`src/rtl/core/accc_pkg.sv`:
```
// Shared constants, word types and control types for the affine cycle closure checker.
`default_nettype none

package accc_pkg;

	localparam int MOD_BITS = 15;
	localparam int COEF_W   = 15;
	localparam int DVD_W    = (2 * MOD_BITS > COEF_W) ? 2 * MOD_BITS : COEF_W;
	localparam int CNT_W    = $clog2(DVD_W + 1);
	localparam int T_W      = MOD_BITS + 2;
	localparam int DATA_W   = 32;
	localparam int PADDR_W  = 3;

	localparam logic [PADDR_W-3:0]  REG_MODULUS = '0;
	localparam logic [MOD_BITS-1:0] MOD_RESET   = MOD_BITS'(2);
	localparam logic [MOD_BITS-1:0] MOD_MIN     = MOD_BITS'(2);

	typedef struct packed {
		logic              family;
		logic [COEF_W-1:0] coef_a;
		logic [COEF_W-1:0] coef_b;
		logic              last;
	} in_word_t;

	typedef struct packed {
		logic closed;
		logic error;
	} out_word_t;

	typedef enum logic [3:0] {
		ST_IDLE,
		ST_DIV_GO,
		ST_DIV_WAIT,
		ST_EUC_INIT,
		ST_EUC_TEST,
		ST_EUC_MUL,
		ST_EUC_UPD,
		ST_INV_FIX,
		ST_MUL,
		ST_ADVANCE,
		ST_OUT
	} state_t;

	typedef enum logic [3:0] {
		STEP_A,
		STEP_B,
		STEP_M,
		STEP_D,
		STEP_EUC,
		STEP_GCD,
		STEP_FB,
		STEP_NA,
		STEP_NB,
		STEP_FIN
	} step_t;

	typedef enum logic [3:0] {
		OP_NONE,
		OP_LOAD,
		OP_DIV_GO,
		OP_DIV_TAKE,
		OP_EUC_INIT,
		OP_EUC_MUL,
		OP_EUC_UPD,
		OP_SET_ERR,
		OP_INV_FIX,
		OP_MUL,
		OP_ADVANCE,
		OP_CLOSE_TRIV,
		OP_GCD_INIT,
		OP_EMIT
	} op_t;

	typedef struct packed {
		op_t   op;
		step_t step;
	} cmd_t;

	typedef struct packed {
		logic div_done;
		logic r1_zero;
		logic r0_one;
		logic inverted;
		logic last;
		logic mul_one;
		logic out_free;
	} stat_t;

endpackage

`default_nettype wire

```
`src/rtl/core/accc_div.sv`:
```
// Shift-subtract divider, one quotient bit per cycle, shared by every reduction.
`default_nettype none

module accc_div (
	input  wire logic                          clk,
	input  wire logic                          arst_n,
	input  wire logic                          start,
	input  wire logic [accc_pkg::DVD_W-1:0]    dvd,
	input  wire logic [accc_pkg::CNT_W-1:0]    len,
	input  wire logic [accc_pkg::MOD_BITS-1:0] dsr,
	output logic                               done,
	output logic [accc_pkg::MOD_BITS-1:0]      quot,
	output logic [accc_pkg::MOD_BITS-1:0]      rem
);

	localparam int W  = accc_pkg::MOD_BITS;
	localparam int DW = accc_pkg::DVD_W;
	localparam int CW = accc_pkg::CNT_W;

	logic [DW-1:0] dvd_q;
	logic [W-1:0]  rem_q;
	logic [W-1:0]  dsr_q;
	logic [CW-1:0] cnt_q;
	logic          run_q;
	logic          done_q;

	logic [W:0] trial;
	logic [W:0] diff;
	logic       ge;

	always_comb begin
		trial = {rem_q, dvd_q[DW-1]};
		ge    = trial >= {1'b0, dsr_q};
		diff  = trial - {1'b0, dsr_q};
	end

	always_ff @(posedge clk or negedge arst_n) begin
		if (!arst_n) begin
			cnt_q  <= '0;
			run_q  <= 1'b0;
			done_q <= 1'b0;
		end else if (start) begin
			cnt_q  <= len;
			run_q  <= 1'b1;
			done_q <= 1'b0;
		end else if (run_q) begin
			cnt_q <= cnt_q - CW'(1);
			if (cnt_q == CW'(1)) begin
				run_q  <= 1'b0;
				done_q <= 1'b1;
			end
		end
	end

	always_ff @(posedge clk) begin
		if (start) begin
			dvd_q <= dvd;
			rem_q <= '0;
			dsr_q <= dsr;
		end else if (run_q) begin
			dvd_q <= {dvd_q[DW-2:0], ge};
			rem_q <= ge ? diff[W-1:0] : trial[W-1:0];
		end
	end

	assign done = done_q;
	assign quot = dvd_q[W-1:0];
	assign rem  = rem_q;

endmodule

`default_nettype wire

```
`src/rtl/core/accc_dp.sv`:
```
// Datapath: composite, Euclid registers, multiplier, divider and result word.
`default_nettype none

module accc_dp (
	input  wire logic                          clk,
	input  wire logic                          arst_n,
	input  wire logic [accc_pkg::MOD_BITS-1:0] modulus,
	input  wire accc_pkg::in_word_t            item,
	input  wire accc_pkg::cmd_t                cmd,
	output accc_pkg::stat_t                    stat,
	output logic                               result_valid,
	input  wire logic                          result_ready,
	output accc_pkg::out_word_t                result
);

	localparam int W  = accc_pkg::MOD_BITS;
	localparam int DW = accc_pkg::DVD_W;
	localparam int CW = accc_pkg::CNT_W;
	localparam int TW = accc_pkg::T_W;
	localparam int CF = accc_pkg::COEF_W;

	localparam logic [CW-1:0] LEN_COEF = CW'(CF);
	localparam logic [CW-1:0] LEN_RES  = CW'(W);
	localparam logic [CW-1:0] LEN_PROD = CW'(2 * W);

	accc_pkg::in_word_t  item_q;
	accc_pkg::out_word_t result_q;

	logic [W-1:0]          p_q;
	logic [W-1:0]          fa_q;
	logic [W-1:0]          fb_q;
	logic [W-1:0]          tmp_q;
	logic [W-1:0]          r0_q;
	logic [W-1:0]          r1_q;
	logic signed [TW-1:0]  t0_q;
	logic signed [TW-1:0]  t1_q;
	logic signed [TW-1:0]  qt_q;
	logic [2*W-1:0]        prod_q;
	logic [W-1:0]          acc_mul_q;
	logic [W-1:0]          acc_add_q;
	logic                  odd_q;
	logic                  err_q;
	logic                  closed_q;
	logic                  res_valid_q;

	logic [DW-1:0]         div_dvd;
	logic [CW-1:0]         div_len;
	logic [W-1:0]          div_dsr;
	logic                  div_done;
	logic [W-1:0]          div_quot;
	logic [W-1:0]          div_rem;

	logic [W-1:0]          mul_a;
	logic [W-1:0]          mul_b;
	logic signed [W+TW:0]  qt_full;
	logic signed [TW-1:0]  p_ext;
	logic signed [TW-1:0]  t_pos;
	logic signed [TW-1:0]  t_fix;
	logic [W:0]            nb_sum;
	logic [W:0]            nb_diff;
	logic [W-1:0]          nb_red;
	logic [W-1:0]          fb_neg;
	logic [W-1:0]          gcd_x;
	logic [W-1:0]          p_eff;
	logic                  out_free;

	always_comb begin
		div_dvd = '0;
		div_len = LEN_RES;
		div_dsr = p_q;
		mul_a   = acc_mul_q;
		mul_b   = fa_q;
		unique case (cmd.step)
			accc_pkg::STEP_A: begin
				div_dvd = DW'(item_q.coef_a) << (DW - CF);
				div_len = LEN_COEF;
			end
			accc_pkg::STEP_B: begin
				div_dvd = DW'(item_q.coef_b) << (DW - CF);
				div_len = LEN_COEF;
			end
			accc_pkg::STEP_M: begin
				div_dvd = DW'(acc_mul_q) << (DW - W);
			end
			accc_pkg::STEP_D: begin
				div_dvd = DW'(acc_add_q) << (DW - W);
			end
			accc_pkg::STEP_EUC, accc_pkg::STEP_GCD: begin
				div_dvd = DW'(r0_q) << (DW - W);
				div_dsr = r1_q;
			end
			accc_pkg::STEP_FB: begin
				div_dvd = DW'(prod_q) << (DW - 2 * W);
				div_len = LEN_PROD;
				mul_a   = fa_q;
				mul_b   = fb_q;
			end
			accc_pkg::STEP_NA: begin
				div_dvd = DW'(prod_q) << (DW - 2 * W);
				div_len = LEN_PROD;
			end
			accc_pkg::STEP_NB: begin
				div_dvd = DW'(prod_q) << (DW - 2 * W);
				div_len = LEN_PROD;
				mul_b   = fb_q;
			end
			accc_pkg::STEP_FIN: begin
				div_dvd = DW'(acc_add_q) << (DW - W);
				div_dsr = r0_q;
			end
			default: begin
				div_dvd = '0;
			end
		endcase
	end

	accc_div u_div (
		.clk    (clk),
		.arst_n (arst_n),
		.start  (cmd.op == accc_pkg::OP_DIV_GO),
		.dvd    (div_dvd),
		.len    (div_len),
		.dsr    (div_dsr),
		.done   (div_done),
		.quot   (div_quot),
		.rem    (div_rem)
	);

	always_comb begin
		qt_full = $signed({1'b0, div_quot}) * t1_q;
		p_ext   = $signed({2'b00, p_q});
		t_pos   = t0_q[TW-1] ? t0_q + p_ext : t0_q;
		t_fix   = (t_pos >= p_ext) ? t_pos - p_ext : t_pos;
		nb_sum  = {1'b0, div_rem} + {1'b0, acc_add_q};
		nb_diff = nb_sum - {1'b0, p_q};
		nb_red  = (nb_sum >= {1'b0, p_q}) ? nb_diff[W-1:0] : nb_sum[W-1:0];
		fb_neg  = (div_rem == '0) ? '0 : p_q - div_rem;
		gcd_x   = (acc_mul_q == '0) ? p_q - W'(1) : acc_mul_q - W'(1);
		p_eff   = (modulus < accc_pkg::MOD_MIN) ? accc_pkg::MOD_MIN : modulus;
		out_free = !res_valid_q || result_ready;
	end

	always_ff @(posedge clk or negedge arst_n) begin
		if (!arst_n) begin
			acc_mul_q   <= W'(1);
			acc_add_q   <= '0;
			odd_q       <= 1'b0;
			err_q       <= 1'b0;
			res_valid_q <= 1'b0;
		end else begin
			if (cmd.op == accc_pkg::OP_EMIT) begin
				res_valid_q <= 1'b1;
			end else if (result_ready) begin
				res_valid_q <= 1'b0;
			end
			unique case (cmd.op)
				accc_pkg::OP_DIV_TAKE: begin
					if (cmd.step == accc_pkg::STEP_M) begin
						acc_mul_q <= div_rem;
					end
					if (cmd.step == accc_pkg::STEP_D) begin
						acc_add_q <= div_rem;
					end
					if (cmd.step == accc_pkg::STEP_NB) begin
						acc_mul_q <= tmp_q;
						acc_add_q <= nb_red;
					end
				end
				accc_pkg::OP_SET_ERR: begin
					err_q <= 1'b1;
				end
				accc_pkg::OP_ADVANCE: begin
					odd_q <= ~odd_q;
				end
				accc_pkg::OP_EMIT: begin
					acc_mul_q <= W'(1);
					acc_add_q <= '0;
					odd_q     <= 1'b0;
					err_q     <= 1'b0;
				end
				default: begin
					odd_q <= odd_q;
				end
			endcase
		end
	end

	always_ff @(posedge clk) begin
		unique case (cmd.op)
			accc_pkg::OP_LOAD: begin
				item_q <= item;
				p_q    <= p_eff;
			end
			accc_pkg::OP_DIV_TAKE: begin
				unique case (cmd.step)
					accc_pkg::STEP_A:   fa_q     <= div_rem;
					accc_pkg::STEP_B:   fb_q     <= div_rem;
					accc_pkg::STEP_FB:  fb_q     <= fb_neg;
					accc_pkg::STEP_NA:  tmp_q    <= div_rem;
					accc_pkg::STEP_FIN: closed_q <= (div_rem == '0);
					default:            tmp_q    <= tmp_q;
				endcase
			end
			accc_pkg::OP_EUC_INIT: begin
				r0_q <= p_q;
				r1_q <= fa_q;
				t0_q <= '0;
				t1_q <= TW'(1);
			end
			accc_pkg::OP_GCD_INIT: begin
				r0_q <= p_q;
				r1_q <= gcd_x;
				t0_q <= '0;
				t1_q <= TW'(1);
			end
			accc_pkg::OP_EUC_MUL: begin
				qt_q <= qt_full[TW-1:0];
			end
			accc_pkg::OP_EUC_UPD: begin
				r0_q <= r1_q;
				r1_q <= div_rem;
				t0_q <= t1_q;
				t1_q <= t0_q - qt_q;
			end
			accc_pkg::OP_INV_FIX: begin
				fa_q <= t_fix[W-1:0];
			end
			accc_pkg::OP_MUL: begin
				prod_q <= (2 * W)'(mul_a) * (2 * W)'(mul_b);
			end
			accc_pkg::OP_CLOSE_TRIV: begin
				closed_q <= (acc_add_q == '0);
			end
			accc_pkg::OP_EMIT: begin
				result_q.closed <= closed_q;
				result_q.error  <= err_q;
			end
			default: begin
				p_q <= p_q;
			end
		endcase
	end

	always_comb begin
		stat.div_done = div_done;
		stat.r1_zero  = (r1_q == '0);
		stat.r0_one   = (r0_q == W'(1));
		stat.inverted = (item_q.family != odd_q);
		stat.last     = item_q.last;
		stat.mul_one  = (acc_mul_q == W'(1));
		stat.out_free = out_free;
	end

	assign result_valid = res_valid_q;
	assign result       = result_q;

endmodule

`default_nettype wire

```
`src/rtl/core/accc_ctrl.sv`:
```
// Controller: sequences reductions, Euclid steps, composition and the closure test.
`default_nettype none

module accc_ctrl (
	input  wire logic            clk,
	input  wire logic            arst_n,
	input  wire logic            item_valid,
	output logic                 item_ready,
	input  wire accc_pkg::stat_t stat,
	output accc_pkg::cmd_t       cmd
);

	accc_pkg::state_t state_q;
	accc_pkg::state_t state_d;
	accc_pkg::step_t  step_q;
	accc_pkg::step_t  step_d;

	always_ff @(posedge clk or negedge arst_n) begin
		if (!arst_n) begin
			state_q <= accc_pkg::ST_IDLE;
			step_q  <= accc_pkg::STEP_A;
		end else begin
			state_q <= state_d;
			step_q  <= step_d;
		end
	end

	always_comb begin
		state_d = state_q;
		step_d  = step_q;
		unique case (state_q)
			accc_pkg::ST_IDLE: begin
				if (item_valid) begin
					state_d = accc_pkg::ST_DIV_GO;
					step_d  = accc_pkg::STEP_A;
				end
			end
			accc_pkg::ST_DIV_GO: begin
				state_d = accc_pkg::ST_DIV_WAIT;
			end
			accc_pkg::ST_DIV_WAIT: begin
				if (stat.div_done) begin
					unique case (step_q)
						accc_pkg::STEP_A: begin
							step_d  = accc_pkg::STEP_B;
							state_d = accc_pkg::ST_DIV_GO;
						end
						accc_pkg::STEP_B: begin
							step_d  = accc_pkg::STEP_M;
							state_d = accc_pkg::ST_DIV_GO;
						end
						accc_pkg::STEP_M: begin
							step_d  = accc_pkg::STEP_D;
							state_d = accc_pkg::ST_DIV_GO;
						end
						accc_pkg::STEP_D: begin
							if (stat.inverted) begin
								state_d = accc_pkg::ST_EUC_INIT;
							end else begin
								step_d  = accc_pkg::STEP_NA;
								state_d = accc_pkg::ST_MUL;
							end
						end
						accc_pkg::STEP_EUC, accc_pkg::STEP_GCD: begin
							state_d = accc_pkg::ST_EUC_MUL;
						end
						accc_pkg::STEP_FB: begin
							step_d  = accc_pkg::STEP_NA;
							state_d = accc_pkg::ST_MUL;
						end
						accc_pkg::STEP_NA: begin
							step_d  = accc_pkg::STEP_NB;
							state_d = accc_pkg::ST_MUL;
						end
						accc_pkg::STEP_NB: begin
							state_d = accc_pkg::ST_ADVANCE;
						end
						accc_pkg::STEP_FIN: begin
							state_d = accc_pkg::ST_OUT;
						end
						default: begin
							state_d = accc_pkg::ST_IDLE;
						end
					endcase
				end
			end
			accc_pkg::ST_EUC_INIT: begin
				step_d  = accc_pkg::STEP_EUC;
				state_d = accc_pkg::ST_EUC_TEST;
			end
			accc_pkg::ST_EUC_TEST: begin
				priority if (!stat.r1_zero) begin
					state_d = accc_pkg::ST_DIV_GO;
				end else if (step_q == accc_pkg::STEP_GCD) begin
					step_d  = accc_pkg::STEP_FIN;
					state_d = accc_pkg::ST_DIV_GO;
				end else if (stat.r0_one) begin
					state_d = accc_pkg::ST_INV_FIX;
				end else begin
					state_d = accc_pkg::ST_ADVANCE;
				end
			end
			accc_pkg::ST_EUC_MUL: begin
				state_d = accc_pkg::ST_EUC_UPD;
			end
			accc_pkg::ST_EUC_UPD: begin
				state_d = accc_pkg::ST_EUC_TEST;
			end
			accc_pkg::ST_INV_FIX: begin
				step_d  = accc_pkg::STEP_FB;
				state_d = accc_pkg::ST_MUL;
			end
			accc_pkg::ST_MUL: begin
				state_d = accc_pkg::ST_DIV_GO;
			end
			accc_pkg::ST_ADVANCE: begin
				priority if (!stat.last) begin
					state_d = accc_pkg::ST_IDLE;
				end else if (stat.mul_one) begin
					state_d = accc_pkg::ST_OUT;
				end else begin
					step_d  = accc_pkg::STEP_GCD;
					state_d = accc_pkg::ST_EUC_TEST;
				end
			end
			accc_pkg::ST_OUT: begin
				if (stat.out_free) begin
					state_d = accc_pkg::ST_IDLE;
				end
			end
			default: begin
				state_d = accc_pkg::ST_IDLE;
			end
		endcase
	end

	always_comb begin
		cmd.step   = step_q;
		cmd.op     = accc_pkg::OP_NONE;
		item_ready = 1'b0;
		unique case (state_q)
			accc_pkg::ST_IDLE: begin
				item_ready = 1'b1;
				if (item_valid) begin
					cmd.op = accc_pkg::OP_LOAD;
				end
			end
			accc_pkg::ST_DIV_GO: begin
				cmd.op = accc_pkg::OP_DIV_GO;
			end
			accc_pkg::ST_DIV_WAIT: begin
				if (stat.div_done) begin
					cmd.op = accc_pkg::OP_DIV_TAKE;
				end
			end
			accc_pkg::ST_EUC_INIT: begin
				cmd.op = accc_pkg::OP_EUC_INIT;
			end
			accc_pkg::ST_EUC_TEST: begin
				if (stat.r1_zero && step_q == accc_pkg::STEP_EUC && !stat.r0_one) begin
					cmd.op = accc_pkg::OP_SET_ERR;
				end
			end
			accc_pkg::ST_EUC_MUL: begin
				cmd.op = accc_pkg::OP_EUC_MUL;
			end
			accc_pkg::ST_EUC_UPD: begin
				cmd.op = accc_pkg::OP_EUC_UPD;
			end
			accc_pkg::ST_INV_FIX: begin
				cmd.op = accc_pkg::OP_INV_FIX;
			end
			accc_pkg::ST_MUL: begin
				cmd.op = accc_pkg::OP_MUL;
			end
			accc_pkg::ST_ADVANCE: begin
				priority if (!stat.last) begin
					cmd.op = accc_pkg::OP_ADVANCE;
				end else if (stat.mul_one) begin
					cmd.op = accc_pkg::OP_CLOSE_TRIV;
				end else begin
					cmd.op = accc_pkg::OP_GCD_INIT;
				end
			end
			accc_pkg::ST_OUT: begin
				if (stat.out_free) begin
					cmd.op = accc_pkg::OP_EMIT;
				end
			end
			default: begin
				cmd.op = accc_pkg::OP_NONE;
			end
		endcase
	end

endmodule

`default_nettype wire

```
`src/rtl/core/affine_cycle_closure_check.sv`:
```
// Top level: register port, controller and datapath of the affine cycle closure checker.
//
// One word is taken at a time. A node composed directly reduces its coefficients, the
// composite multiplier and addend, then multiplies and reduces the products; a node
// composed as its inverse adds extended-Euclid steps (at most 21 steps for a 15-bit
// modulus), the inverse fix and one more product; the last node of a cycle adds the
// gcd test, which is skipped when the composite multiplier is already one. Every step
// uses the one shared shift-subtract divider, which retires one quotient bit per cycle.
// The result word sits in an output register, so the next word is taken while it
// waits; a second result holds the controller until the first has left.
`default_nettype none

module affine_cycle_closure_check (
	input  wire logic                         clk,
	input  wire logic                         arst_n,
	input  wire logic                         psel,
	input  wire logic                         penable,
	input  wire logic                         pwrite,
	input  wire logic [accc_pkg::PADDR_W-1:0] paddr,
	input  wire logic [accc_pkg::DATA_W-1:0]  pwdata,
	output logic [accc_pkg::DATA_W-1:0]       prdata,
	output logic                              pready,
	input  wire logic                         item_valid,
	output logic                              item_ready,
	input  wire accc_pkg::in_word_t           item,
	output logic                              result_valid,
	input  wire logic                         result_ready,
	output accc_pkg::out_word_t               result
);

	localparam int W  = accc_pkg::MOD_BITS;
	localparam int DW = accc_pkg::DATA_W;
	localparam int AW = accc_pkg::PADDR_W;

	logic [W-1:0]    mod_q;
	logic            reg_hit;
	accc_pkg::cmd_t  cmd;
	accc_pkg::stat_t stat;

	assign reg_hit = (paddr[AW-1:2] == accc_pkg::REG_MODULUS);
	assign pready  = 1'b1;
	assign prdata  = reg_hit ? DW'(mod_q) : '0;

	always_ff @(posedge clk or negedge arst_n) begin
		if (!arst_n) begin
			mod_q <= accc_pkg::MOD_RESET;
		end else if (psel && penable && pwrite && pready && reg_hit) begin
			mod_q <= pwdata[W-1:0];
		end
	end

	accc_ctrl u_ctrl (
		.clk        (clk),
		.arst_n     (arst_n),
		.item_valid (item_valid),
		.item_ready (item_ready),
		.stat       (stat),
		.cmd        (cmd)
	);

	accc_dp u_dp (
		.clk          (clk),
		.arst_n       (arst_n),
		.modulus      (mod_q),
		.item         (item),
		.cmd          (cmd),
		.stat         (stat),
		.result_valid (result_valid),
		.result_ready (result_ready),
		.result       (result)
	);

endmodule

`default_nettype wire
```
`config.mk`:
```
export PLATFORM = sky130hd
export DESIGN_NAME = affine_cycle_closure_check
export DESIGN_NICKNAME = d
export VERILOG_FILES = /design/src/rtl/core/accc_pkg.sv /design/src/rtl/core/accc_div.sv /design/src/rtl/core/accc_dp.sv /design/src/rtl/core/accc_ctrl.sv /design/src/rtl/core/affine_cycle_closure_check.sv
export SDC_FILE = /design/constraint.sdc
export NUM_CORES = 2
export LEC_CHECK = 0
export ABC_CLOCK_PERIOD_IN_PS = 21700
export BUFFER_PORTS_ARGS = -buffer_cell sky130_fd_sc_hd__buf_2
export CORE_UTILIZATION = 35
export CTS_CLUSTER_DIAMETER = 150
export DETAILED_ROUTE_END_ITERATION = 7
export PLACE_DENSITY_LB_ADDON = 0.25
export SYNTH_ARGS = -nofsm -noshare
export SYNTH_HDL_FRONTEND = slang
export SYNTH_HIERARCHICAL = 1
export SYNTH_SLANG_ARGS = --single-unit
export TNS_END_PERCENT = 100
```
`constraint.sdc`:
```
create_clock -name clk -period 21.7 [get_ports clk]
set_clock_uncertainty 0.1 [all_clocks]
set_input_delay 2.17 -clock clk [delete_from_list [all_inputs] [get_ports clk]]
set_output_delay 2.17 -clock clk [all_outputs]
set_load 0.03 [all_outputs]
```
## Word level (Yosys, flattened, before mapping)

Index checks and enable logic that the tools add are counted.

- ROM bits: 0
- Latch bits: 0
- Word-level logic and storage cells: 210
- Memories kept: 0
- Input bits: 74
- Bits in writable memories: 0
- Output and inout bits: 37
- Flip-flop bits (word level): 329

- Shift operators: 0
- Equal/unequal tests: 49
- Bitwise operators: 2
- Reductions and logical operators: 43
- Divide/modulo/power cells: 0
- Add/subtract/negate cells: 10
- $mul: 2
- Mux-type cells: 69
- $lt $le $gt $ge: 4

Operators by type and width:

| cell | count |
|---|---|
| 2-to-1 mux 15 bit | 13 |
| one-hot mux 15 bit (2 select lines) | 6 |
| one-hot mux 30 bit (6 select lines) | 1 |
| 2-to-1 mux 4 bit | 18 |
| one-hot mux 4 bit (6 select lines) | 3 |
| one-hot mux 17 bit (2 select lines) | 2 |
| logical NOT 15 bit | 4 |
| 2-to-1 mux 30 bit | 2 |
| subtractor 15 bit | 4 |
| == test 4 x 3 -> 1 bit (second input constant) | 12 |
| one-hot mux 15 bit (3 select lines) | 1 |
| == test 4 bit (second input constant) | 11 |
| one-hot mux 4 bit (11 select lines) | 1 |
| one-hot mux 4 bit (10 select lines) | 1 |
| >= comparator 16 x 15 -> 1 bit | 2 |
| == test 15 x 1 -> 1 bit (second input constant) | 2 |
| multiplier 15 x 15 -> 30 bit | 1 |
| subtractor 15 x 1 -> 15 bit (second input constant) | 2 |
| == test 4 x 2 -> 1 bit (second input constant) | 6 |
| nonzero test 2 bit | 10 |
| adder 17 x 16 -> 17 bit | 1 |
| >= comparator 17 x 16 -> 1 bit | 1 |
| multiplier 16 x 17 -> 17 bit | 1 |
| 2-to-1 mux 17 bit | 1 |
| 29 further kinds | 73 |

## Logic depth before layout (Yosys ltp)

- Depth after elaboration: 8
- Mapped depth: 30
- Depth with buffers taken out: 27

## By module

The synthesis kept the hierarchy.

By module, submodules not included:

| module | sequential area each (µm²) | cells each | times used | area each (µm²) |
|---|---|---|---|---|
| accc_dp | 7013.0 | 2914 | 1 | 26862.0 |
| accc_div | 1826.8 | 343 | 1 | 3827.4 |
| accc_ctrl | 200.2 | 125 | 1 | 952.2 |
| affine_cycle_closure_check | 376.6 | 68 | 1 | 864.6 |

## Least setup slack after synthesis

Ideal clock, no wire load.

- Kind: input to register
- Start point: in result_ready
- End point: reg u_dp.r0_q[0], enable pin
- Data required time: 21019 ps
- Slack: 13030 ps
- Arrival: 7989 ps
- Setup time: 581 ps
- Path buffers: 2
- Stages on the path: 9
- Cell sequence: nand2b_1 -> buf_4 -> inv_1 -> a21o_1 -> o21ai_0 -> a222oi_1 -> nand2_1 -> clkbuf_1 -> a211oi_1

RTL lines:

| item | RTL line | RTL |
|---|---|---|
| start, declared | affine_cycle_closure_check.sv:27 | `input wire logic result_ready,` |
| end signal, assigned | accc_dp.sv:205 | `r0_q <= p_q;` |
| end signal, assigned | accc_dp.sv:211 | `r0_q <= p_q;` |
| end signal, assigned | accc_dp.sv:220 | `r0_q <= r1_q;` |
| end, declared | accc_dp.sv:33 | `logic [W-1:0] r0_q;` |

## Worst setup path in the final report

- Start point: reg u_ctrl.step_q[2]
- End point: reg u_dp.prod_q[26], data pin

- Longest elaborated chain between the ends: 4
- Elaborated cells between the ends (all ways): 6
- Those cells by class: 1 x mul; 2 x eq/ne; 2 x mux; 1 x reduce/logical

Ends and longest elaborated chain:

| item | RTL line | RTL |
|---|---|---|
| start, declared | accc_ctrl.sv:15 | `accc_pkg::step_t step_q;` |
| start signal, assigned | accc_ctrl.sv:21 | `step_q <= accc_pkg::STEP_A;` |
| start signal, assigned | accc_ctrl.sv:24 | `step_q <= step_d;` |
| == test 4 x 3 -> 1 bit or == test 4 bit (tied branches) | accc_dp.sv:73 | `unique case (cmd.step)` |
| OR reduction 2 bit (no source line) | -- |  |
| 2-to-1 mux 15 bit | accc_dp.sv:73 |  |
| multiplier 15 x 15 -> 30 bit * | accc_dp.sv:229 | `prod_q <= (2 * W)'(mul_a) * (2 * W)'(mul_b);` |
| end signal, assigned | accc_dp.sv:229 |  |
| end, declared | accc_dp.sv:38 | `logic [2*W-1:0] prod_q;` |

Mark *: on every way between the ends. The rest lies on a longest branch, timed or not.
A chain may end at the register's enable or synchronous reset.

==> summary.txt <==
WL per Instance: 19.97 um
Worst path arrival time: 9.29 ns
Actual slew at the worst max-slew pin: 1.268 ns
Synthesized flop and latch total: 329
First-pass GRT wire length: 147.1 mm
Status: complete, no violations
Post-detailed-route count of antenna-violating nets: 0
EDFF count, synth: 251
Crit end category: register
Area after DPL: 34200 sq um
Unrepaired setup endpoints after global routing: false
Post-CTS setup repair buffer count: 0
Mapped Avg Cell Area: 9.422 sq um
Drt pass-1 iters: 6
Commonest non-fill, non-tap cell in the layout: inv_1
Final Critical Period: 9.080 ns
Worst-path fanout max: 34
CP max stage delay: 1.03 ns
Post-Synthesis Cells: 3450
Fraction of the mapped netlist area in adder cells: 0.2626
Layout area overhead: 9.030%
Num rows: 111
R2R depth: 27
Antenna violations before repair: 0
Min-Delay Path Class: reg2reg
WHS Endpoint: u_dp/result[1]
Die H: 306.8 um
Relative slew margins: 0.1542
Number of setup violations in the final report: 0
HP Start: u_dp/closed_q
Buf/Inv on CP: 7
Core area: 91800 sq um
Reg2Reg Setup Slack: 12.62 ns
Post-Route Setup TNS: 0 ns
Port bufs: 73
Global-route total usage across every layer: 0.2023
Hold_buf cts: 0
Synth warn: 6
Die area: 94100 sq um
Post-synthesis simple-gate area fraction: 0.1585
Crit path kind: reg2reg
Worst Path Required: 21.91 ns
Yosys cell types: 105
I/O pin cnt: 111
DRC errors left: 0
Share of the yosys chip area belonging to registers: 0.2897
CTS tree: built
Async SR Flop Fraction: 0.1915
Routed WL: 94.78 mm
Largest net degree at the start of global routing: 66
Largest family of logic cells by synthesized area: adder cells
Num CTS Buffers: 40
Clk slew on worst S/H paths: 0.06 ns
Worst skew pair latency: 0.57 ns
CTS sink cnt: 329
Fin util: 0.3861
DRT iter0 DRCs: 2356
Pins Over Slew Limit: 0
Slowest cell on crit path: mux2i_1
Layout cells sized above 1: 0.1005
Post-Syn Area: 32510 sq um
Design area: 35440 sq um
R2R Path Start: u_ctrl/step_q[2]
Compound-Gate Fraction of Synth Area: 0.1202
Startpoint Class: register
FF-to-FF End: u_dp/prod_q[26]
Via count: 24792
H-tree Lvls: 2
CP top delay family: adder cells
Post-CTS sizing: 0
Commonest cells after routing, fill and taps aside: inv_1, nand2_1, fa_1
Longest Clk Path Bufs: 3
CTS Root Cell: clkbuf_16
Number of global-route vias before repair: 24334
# diodes: 0
FMAX: 110.1 MHz
Synth Area in XOR/XNOR: 0.04500
Vias per cell: 5.223
Mux share of post-synthesis cell area: 0.04292
Final period util: 0.4184
Max-cap violations: 0
WHS Path Cells: 0
Chip Width: 306.8 um
Hpwl dp: 72.12 mm
Final Hold Viols: 0
Final Wtd Congestion: 0.9043
# nets final: 4069
Initial Util: 0.3541
GRT overflow: 0
Main synth FF type: edfxtp_1
## per-stage QoR
| stage | std cells | hold slack (ns) | setup slack (ns) |
|---|---|---|---|
| detailed placement | 4674 | 0.3257 | 12.63 |
| global route | 4747 | 0.3417 | 12.08 |
| floorplan | 3468 | 0.3003 | 13.03 |
| global placement | 4674 | 0.3302 | 12.69 |
| finish | 4747 | 0.3339 | 12.62 |
| CTS | 4747 | 0.3388 | 12.60 |
## worst reg2reg max path: cells and delay by family, from the launching register on
kind                       cells  cell delay (ns)
AOI/OAI and AO/OA              6             1.83
buffers and inverters          7             0.71
xor gates and xnor gates       1             0.10
DFF                            1             0.82
adders and majority gates      7             3.25
muxes                          1             1.08
and+or+nand+nor                5             0.94
## flip-flops by register name, indices dropped and copies added (netlist names), 4 cells and up
| signal | flops |
|---|---|
| mod_q | 15 |
| u_ctrl/state_q | 4 |
| u_ctrl/step_q | 4 |
| u_dp/acc_add_q | 15 |
| u_dp/acc_mul_q | 15 |
| u_dp/fa_q | 15 |
| u_dp/fb_q | 15 |
| u_dp/item_q | 31 |
| u_dp/p_q | 15 |
| u_dp/prod_q | 30 |
| u_dp/qt_q | 17 |
| u_dp/r0_q | 15 |
| u_dp/r1_q | 15 |
| u_dp/t0_q | 17 |
| u_dp/t1_q | 17 |
| u_dp/tmp_q | 15 |
| u_dp/u_div/cnt_q | 5 |
| u_dp/u_div/dsr_q | 15 |
| u_dp/u_div/dvd_q | 30 |
| u_dp/u_div/rem | 15 |
## routing by layer
layer / GRT usage / vias to the layer above / wire length [um]
met2: 0.3211 / 679 / 43130
met5: 0 / - / 0
li1: - / 11682 / -
met1: 0.2935 / 12324 / 44030
met4: 0.04349 / 0 / 1912
met3: 0.02557 / 107 / 5711
## synthesized netlist by cell type, types with 26 or more instances
library cell / n / area [sq um]
xnor2_1: 124 / 1086
nand2_1: 434 / 1629
inv_1: 459 / 1723
o21ai_0: 120 / 600.6
nor4_1: 26 / 162.7
dfrtp_1: 61 / 1526
a21o_1: 38 / 285.3
edfxtp_1: 251 / 7537
clkbuf_1: 124 / 465.5
nor2_1: 270 / 1013
and2_1: 91 / 569.3
a222oi_1: 31 / 310.3
nand2b_1: 40 / 250.2
ha_1: 255 / 3191
nand3_1: 56 / 280.3
xor2_1: 43 / 376.6
a21oi_1: 118 / 590.6
a22oi_1: 29 / 217.7
buf_4: 39 / 292.8
mux2i_1: 58 / 580.6
nor3_1: 55 / 275.3
nor2b_1: 33 / 206.5
mux2_2: 59 / 664.4
fa_1: 267 / 5345
## cell families (layout without fill, tap and decap cells)
| kind of cell | after synthesis | in the layout |
|---|---|---|
| buffers and inverters | 637 | 673 |
| adder cells (fa/ha/maj) | 522 | 522 |
| AND/OR/NAND/NOR | 1107 | 1107 |
| AO/OA/AOI/OAI | 558 | 558 |
| other | 3 | 21 |
| multiplexers | 127 | 127 |
| flip-flops | 329 | 329 |
| XOR/XNOR | 167 | 167 |
## layout make-up
| class | instances | area [sq um] |
|---|---|---|
| clock buffers | 53 | 1102 |
| clock inverters | 20 | 141.4 |
| fillers | 9229 | 56360 |
| inverters | 460 | 1727 |
| multi-input cells | 2502 | 20630 |
| flip-flops and latches | 329 | 9417 |
| well taps | 1243 | 1555 |
| repair buffers | 140 | 868.3 |
## how the worst max path moves through the flow
stage | slack, ns | endpoint | from | cells after the start
floorplan | 13.03 | u_dp/r0_q[0] | result_ready | 9
global route | 12.08 | u_dp/prod_q[26] | u_ctrl/step_q[2] | 27
finish | 12.62 | u_dp/prod_q[26] | u_ctrl/step_q[2] | 27
detailed placement | 12.63 | u_dp/prod_q[26] | u_ctrl/step_q[2] | 25
CTS | 12.60 | u_dp/prod_q[26] | u_ctrl/step_q[2] | 25
global placement | 12.69 | u_dp/prod_q[26] | u_ctrl/step_q[2] | 25
Power is left out: the tool's default activity adds up to more than one toggle a clock period on the data nets, which glitch-free logic cannot reach.
